--- src/sv/lacb_dly.sv ---
module lacb_dly #(
    parameter int W     = 32,
    parameter int DEPTH = 1
) (
    input  logic         clk,
    input  logic         en,
    input  logic [W-1:0] din,
    output logic [W-1:0] dout
);
    logic [W-1:0] line_reg [DEPTH];

    always_ff @(posedge clk)
    begin
        if (en)
        begin
            line_reg[0] <= din;
            for (int k = 1; k < DEPTH; k++)
                line_reg[k] <= line_reg[k-1];
        end
    end

    assign dout = line_reg[DEPTH-1];
endmodule

--- config.mk ---
export PLATFORM = sky130hd
export DESIGN_NAME = lacb_dly
export DESIGN_NICKNAME = d
export VERILOG_FILES = /design/src/sv/lacb_dly.sv
export SDC_FILE = /design/constraint.sdc
export NUM_CORES = 1
export LEC_CHECK = 0
export ABC_AREA = 1
export BUFFER_PORTS_ARGS = -buffer_cell sky130_fd_sc_hd__clkbuf_2
export CAP_MARGIN = 15
export CORE_MARGIN = 2
export CORE_UTILIZATION = 35
export DETAILED_ROUTE_END_ITERATION = 12
export PLACE_DENSITY = 0.72
export SLEW_MARGIN = 25
export SYNTH_ARGS = -nofsm -noshare
export SYNTH_HDL_FRONTEND = slang
export SYNTH_SLANG_ARGS = --single-unit
--- constraint.sdc ---
create_clock -name clk -period 0.8 [get_ports clk]
set_clock_uncertainty 0.15 [all_clocks]
set_input_delay 0.12 -clock clk [delete_from_list [all_inputs] [get_ports clk]]
set_output_delay 0.12 -clock clk [all_outputs]
set_load 0.01 [all_outputs]
Word-level counts from Yosys, hierarchy flattened
Memory sizes are Yosys's and may differ from the RTL's.
Index checks and enable logic that the tools add are counted.
{ "totals": {"n_memories": 1, "output_inout_bits": 32, "word_cells": 3, "regBits": 0, "ram_bits": 32} }
{ "classes": {"muxes": 2} }
{ "mem_list": {"columns": ["name", "depth", "word_bits", "rd", "rd_clocked_by_memory_dff", "write_ports", "line_no", "text"], "rows": [
  ["line_reg", 1, 32, 1, 0, 1, "10", "logic [W-1:0] line_reg [DEPTH];"]
]} }
{ "op_table": {"columns": ["cell", "count"], "rows": [
  ["1-bit two-way mux", 2]
]} }

Logic depth before layout (Yosys ltp)
Gate-level depths: netlist of the first run.
{ "logic_depth": {"depth_word": 2, "ltp_mapped": 0, "mapped_depth_nobuf": 0} }

Least setup slack after synthesis of the first run
Ideal clock, no wire load.
{ "synth_path": {"kind": "reg-to-output", "start": "mem line_reg[0][0]", "end": "out dout[0]", "setup_slack_ns": 0.136, "arrival_ns": 0.394, "stages_incl_launch_ff": 1, "cell_sequence": "edfxtp_1"} }
{ "synth_via": {"elab_chain_cells": 1} }
{ "synth_lines": {"columns": ["element", "line_no", "text"], "rows": [
  ["from (decl)", "10", null],
  ["memory read 1 x 32 bit", null, null],
  ["to (decl)", "8", "output logic [W-1:0] dout"]
]} }
No other way between the ends.

Final worst setup path of the first run
Ends and elaborated chain as after synthesis.

==> impl_metrics.env, run 1 <==
export IMPL_path_cells="clkbuf_2"
export IMPL_outcome="complete, but fails checks"
export IMPL_hold_class="in2reg"
export IMPL_p_comb_share_pct=10.7
export IMPL_clock_path_buffers=2
export IMPL_start_util_pct=37.76
export IMPL_leakage_nw=0.6493
export IMPL_setup_viol=37
export IMPL_netlist_area_sq_um=960.9
export IMPL_ant_nets=0
export IMPL_cts_root_buf="clkbuf_4"
export IMPL_crit_fanout=1
export IMPL_arrival_ns=0.83
export IMPL_die_area_sq_mm=0.003180
export IMPL_grt_overflow_total=0
export IMPL_fin_crit_sh_pct=137.4
export IMPL_nFillCells=212
export IMPL_num_rows=18
export IMPL_p_clk_share_pct=24.8
export IMPL_netlist_instances=32
export IMPL_drc_errors=0
export IMPL_portBuffers=65
export IMPL_synth_top_cell_by_area="edfxtp_1"
export IMPL_holdWs_ns=-0.1652
export IMPL_final_common_cell="clkbuf_2"
export IMPL_cts_tree="built"
export IMPL_regArea_sq_um=960.9
export IMPL_num_multi_input_gates=0
export IMPL_cts_buffers=5
export IMPL_antenna_found_initial=0
export IMPL_synthTopCellsByArea="edfxtp_1 (100%)"
export IMPL_cp_slowest_cell="edfxtp_1"
export IMPL_synth_area_per_cell_sq_um=30.03
export IMPL_rsz0062_at_grt="true"
export IMPL_cts_sinks=32
export IMPL_wl_per_cell_um=12.14
export IMPL_multiInputGateArea_sq_um=0
export IMPL_crit_family="flip-flops"
export IMPL_yosysSeqAreaShare_pct=100.0
export IMPL_area_growth_pct=52.21
export IMPL_chipHeight_um=56.40
export IMPL_startpoint_type="flip-flop"
export IMPL_layout_nets=145
export IMPL_clkTransAtPathRegs_ns=0.08
export IMPL_drive_gt1_share_pct=64.29
export IMPL_hpwl_mm=1.401
export IMPL_ir_drop_mv=1.248
export IMPL_max_freq_ghz=0.9097
export IMPL_period_minus_slack_ns=1.099
export IMPL_power_mw=3.138
export IMPL_htreeDepth=2
export IMPL_grt_usage_pct=11.81
export IMPL_sw_frac_of_total_pct=20.39
export IMPL_largest_register_ffs=32
export IMPL_grt_pass1_vias=616
export IMPL_relSlewSlack_pct=92.15
export IMPL_hold_violations=27
export IMPL_required_ns=0.53
export IMPL_core_area_sq_mm=0.002545
export IMPL_finalMaxSlewViolations=0
export IMPL_p_int_mw=2.498
export IMPL_drt_vias_per_instance=4.204
export IMPL_wirelength_mm=1.724
export IMPL_gp_congestion=0.6976
export IMPL_cp_num_buf_inv=1
export IMPL_dieWidth_um=56.40
export IMPL_ys_warn_count=0
export IMPL_diodes=0
export IMPL_pin_count=66
export IMPL_syn_nets=66
export IMPL_tightest_slew_ns=0.1183
export IMPL_dp_slack_ns=-0.07942
export IMPL_num_vias=597
export IMPL_cap_violations=0
export IMPL_p_sw_mw=0.6399
export IMPL_first_pass_iters=4
export IMPL_final_cell_mix="clkbuf_2 (63), edfxtp_1 (32), clkbuf_4 (5), dlygate4sd3_1 (5)"
export IMPL_power_frac_seq_pct=64.5
export IMPL_ys_types=1
export IMPL_violations="hold timing, setup timing"
export IMPL_path_class="reg2out"
export IMPL_grt_pass1_wl_mm=2.718
export IMPL_grt_max_degree=17
export IMPL_yosysTopAreaCellShare_pct=100.0
export IMPL_slowest_delay_ns=0.39
export IMPL_synth_seq_cells=32
export IMPL_drt_iter0_drc=10
export IMPL_worstSetupEndpointType="primary output"
export IMPL_setup_ws_ns=-0.2992
export IMPL_p_per_area_mw_per_mm2=2146
==> stage by stage <==
stage | instances | TNS, ns | instance area, sq um | util, %
after detailed placement | 129 | -2.496 | 1364 | 53.59
after global routing | 142 | -10.74 | 1463 | 57.47
after floorplan | 32 | 0 | 960.9 | -
after global placement | 129 | -2.064 | 1364 | 53.59
final | 142 | -9.046 | 1463 | 57.47
after CTS | 137 | -9.580 | 1413 | 55.51
==> cell type report <==
cell class              instances  share of cell area, %
flip-flops and latches         32                  65.70
well taps                      30                  2.566
clock buffers                   7                  3.080
repair buffers                 72                  28.40
clock inverters                 1                 0.2566
==> power by group through the flow <==
stage	Clock, mW	Combinational [mW]	Sequential [mW]
detailed placement	0	0.324	2.06
finish	0.777	0.337	2.02
global placement	0	0.318	2.06
global route	0.904	0.366	2.04
floorplan	0	0	2.14
CTS	0.812	0.323	2.03
==> cells in the mapped netlist <==
cell type  count
edfxtp_1      32
==> path summary, 6_finish.rpt <==
kind | from | end | cells past startpoint
worst max-delay path | line_reg[0][0] | dout[0] | 1
worst min-delay path | din[18] | line_reg[0][18] | 1
==> kinds of logic (layout without fill, tap and decap cells) <==
kind of cell           after synthesis  count (layout)  synth area share (%)
DFF                                 32              32                 100.0
buffers and inverters                0              80                     0
==> metal layers <==
| metal | global-route usage, % | up-vias | routed length [um] |
|---|---|---|---|
| li1 | - | 288 | - |
| met1 | 11.94 | 268 | 546 |
| met2 | 19.66 | 38 | 970 |
| met3 | 6.682 | 3 | 192 |
| met4 | 5.442 | 0 | 14 |
| met5 | 0 | - | 0 |
==> what timing repair did <==
| item | CTS | global route |
|---|---|---|
| buffers inserted | 0 | 0 |
| endpoints found under the hold margin | 32 | 32 |
| setup endpoints to repair | 32 | 32 |
| resized for setup | 0 | 2 |
| pin swaps | 0 | 0 |
Power figures use the tool's default switching activity.
==> run 2: changes to the inputs <==
--- a/config.mk
+++ b/config.mk
@@ -11,6 +11,7 @@
 export CORE_MARGIN = 2
 export CORE_UTILIZATION = 35
 export DETAILED_ROUTE_END_ITERATION = 12
+export GPL_TIMING_DRIVEN = 0
 export PLACE_DENSITY = 0.72
 export SLEW_MARGIN = 25
 export SYNTH_ARGS = -nofsm -noshare
==> impl_metrics.env, run 2 (synthesis gave the netlist of run 1 again) <==
export IMPL_outcome="complete, but fails checks"
export IMPL_violations="hold timing, setup timing"
export IMPL_setup_viol=44
export IMPL_cap_violations=0
export IMPL_dieWidth_um=56.40
export IMPL_final_util_pct=60.08
export IMPL_grt_usage_pct=14.14
export IMPL_fin_area_sq_mm=0.001529
export IMPL_area_growth_pct=59.11
export IMPL_p_sw_mw=0.6618
export IMPL_sw_frac_of_total_pct=21.04
export IMPL_clock_path_buffers=2
export IMPL_cp_slowest_cell="edfxtp_1"
export IMPL_cts_buffers=5
export IMPL_portBuffers=65
export IMPL_drc_errors=0
export IMPL_chipHeight_um=56.40
export IMPL_ir_drop_mv=1.458
export IMPL_clkTransAtPathRegs_ns=0.09
export IMPL_fin_tns_setup_ns=-9.575
export IMPL_rsz0062_at_grt="true"
export IMPL_wirelength_mm=1.952
export IMPL_finalMaxSlewViolations=0
export IMPL_worstSetupEndpointType="primary output"
export IMPL_leakage_nw=0.6977
export IMPL_arrival_ns=0.86
export IMPL_holdWs_ns=-0.1733
export IMPL_path_cells="buf_2"
export IMPL_p_comb_share_pct=11.4
export IMPL_nFillCells=208
export IMPL_fin_crit_sh_pct=141.8
export IMPL_path_class="reg2out"
export IMPL_crit_family="flip-flops"
export IMPL_num_vias=633
export IMPL_diodes=0
export IMPL_multiInputGateArea_sq_um=0
export IMPL_slowest_delay_ns=0.39
export IMPL_first_pass_iters=3
export IMPL_grt_pass1_vias=658
export IMPL_htreeDepth=2
export IMPL_tightest_slew_ns=0.4088
export IMPL_layout_nets=153
export IMPL_cts_sinks=32
export IMPL_ant_nets=0
export IMPL_grt_pass1_wl_mm=3.160
export IMPL_postPlaceCellArea_sq_mm=0.001324
export IMPL_p_per_area_mw_per_mm2=2057
export IMPL_largest_register_ffs=32
export IMPL_period_minus_slack_ns=1.134
export IMPL_crit_cells=1
export IMPL_relSlewSlack_pct=72.75
export IMPL_startpoint_type="flip-flop"
export IMPL_required_ns=0.53
export IMPL_power_frac_seq_pct=64.3
export IMPL_final_cell_mix="clkbuf_2 (58), edfxtp_1 (32), dlygate4sd3_1 (12)"
export IMPL_pin_count=66
export IMPL_cts_tree="built"
export IMPL_p_int_mw=2.484
export IMPL_grt_max_degree=33
export IMPL_p_clk_share_pct=24.2
export IMPL_drt_vias_per_instance=4.248
export IMPL_cp_num_buf_inv=1
export IMPL_final_common_cell="clkbuf_2"
export IMPL_die_area_sq_mm=0.003180
export IMPL_hold_class="in2reg"
export IMPL_grt_overflow_total=0
export IMPL_dp_slack_ns=-0.4359
export IMPL_drt_iter0_drc=9
export IMPL_hold_violations=17
export IMPL_drive_gt1_share_pct=58.82
export IMPL_core_area_sq_mm=0.002545
export IMPL_setup_ws_ns=-0.3342
export IMPL_antenna_found_initial=0
export IMPL_num_rows=18
export IMPL_crit_fanout=1
export IMPL_gp_congestion=0.6395
export IMPL_wl_per_cell_um=13.10
export IMPL_cts_root_buf="clkbuf_4"
export IMPL_hold_depth=1
export IMPL_postCtsSetupBuffers=0
export IMPL_num_multi_input_gates=0
export IMPL_start_util_pct=37.76
export IMPL_max_freq_ghz=0.8816
[run 2: cell count changes in the layout (fill, tap and decap cells not counted), sizes merged]
cell / before / now
clkinv: 1 / 2
dlymetal6s4s: 0 / 3
buf: 4 / 6
dlygate4sd3: 5 / 12
clkbuf: 70 / 64
[run 2: worst paths after layout]
| kind | to | startpoint | slack [ns] |
|---|---|---|---|
| worst min-delay path | line_reg[0][26] | din[26] | -0.17 |
| worst max-delay path | dout[11] | line_reg[0][11] | -0.33 |
[run 2: layout make-up]
cell class	instances	area [sq um]	share of cell area, %
clock buffers	5	37.54	2.455
well taps	30	37.54	2.455
repair buffers	80	485.5	31.75
flip-flops and latches	32	960.9	62.85
clock inverters	2	7.507	0.4910
[run 2: timing repair]
item                                    CTS  global route
endpoints found under the setup margin   64            41
hold buffers                             13             8
gates resized for setup                   1             9
endpoints found under the hold margin    32            26
[run 2: per-layer routing]
layer | GRT usage [%] | wire (um) | up-vias
met5 | 0 | 0 | -
met4 | 5.102 | 25 | 0
met3 | 8.065 | 201 | 4
met2 | 24.87 | 1127 | 40
met1 | 13.69 | 599 | 286
li1 | - | - | 303
[run 2: through the flow]
stage	power [mW]	hold slack, ns	instances
floorplan	2.137	0.06887	32
global placement	2.356	0.1478	127
detailed placement	2.368	0.1486	127
CTS	3.178	-0.1911	147
global route	3.305	-0.1941	149
finish	3.146	-0.1733	149
[run 2: power groups by stage]
| stage | combinational (mW) | sequential (mW) | clock, mW |
|---|---|---|---|
| CTS | 0.349 | 2.03 | 0.801 |
| detailed placement | 0.299 | 2.07 | 0 |
| global route | 0.393 | 2.04 | 0.874 |
| global placement | 0.295 | 2.06 | 0 |
| finish | 0.359 | 2.02 | 0.763 |
| floorplan | 0 | 2.14 | 0 |
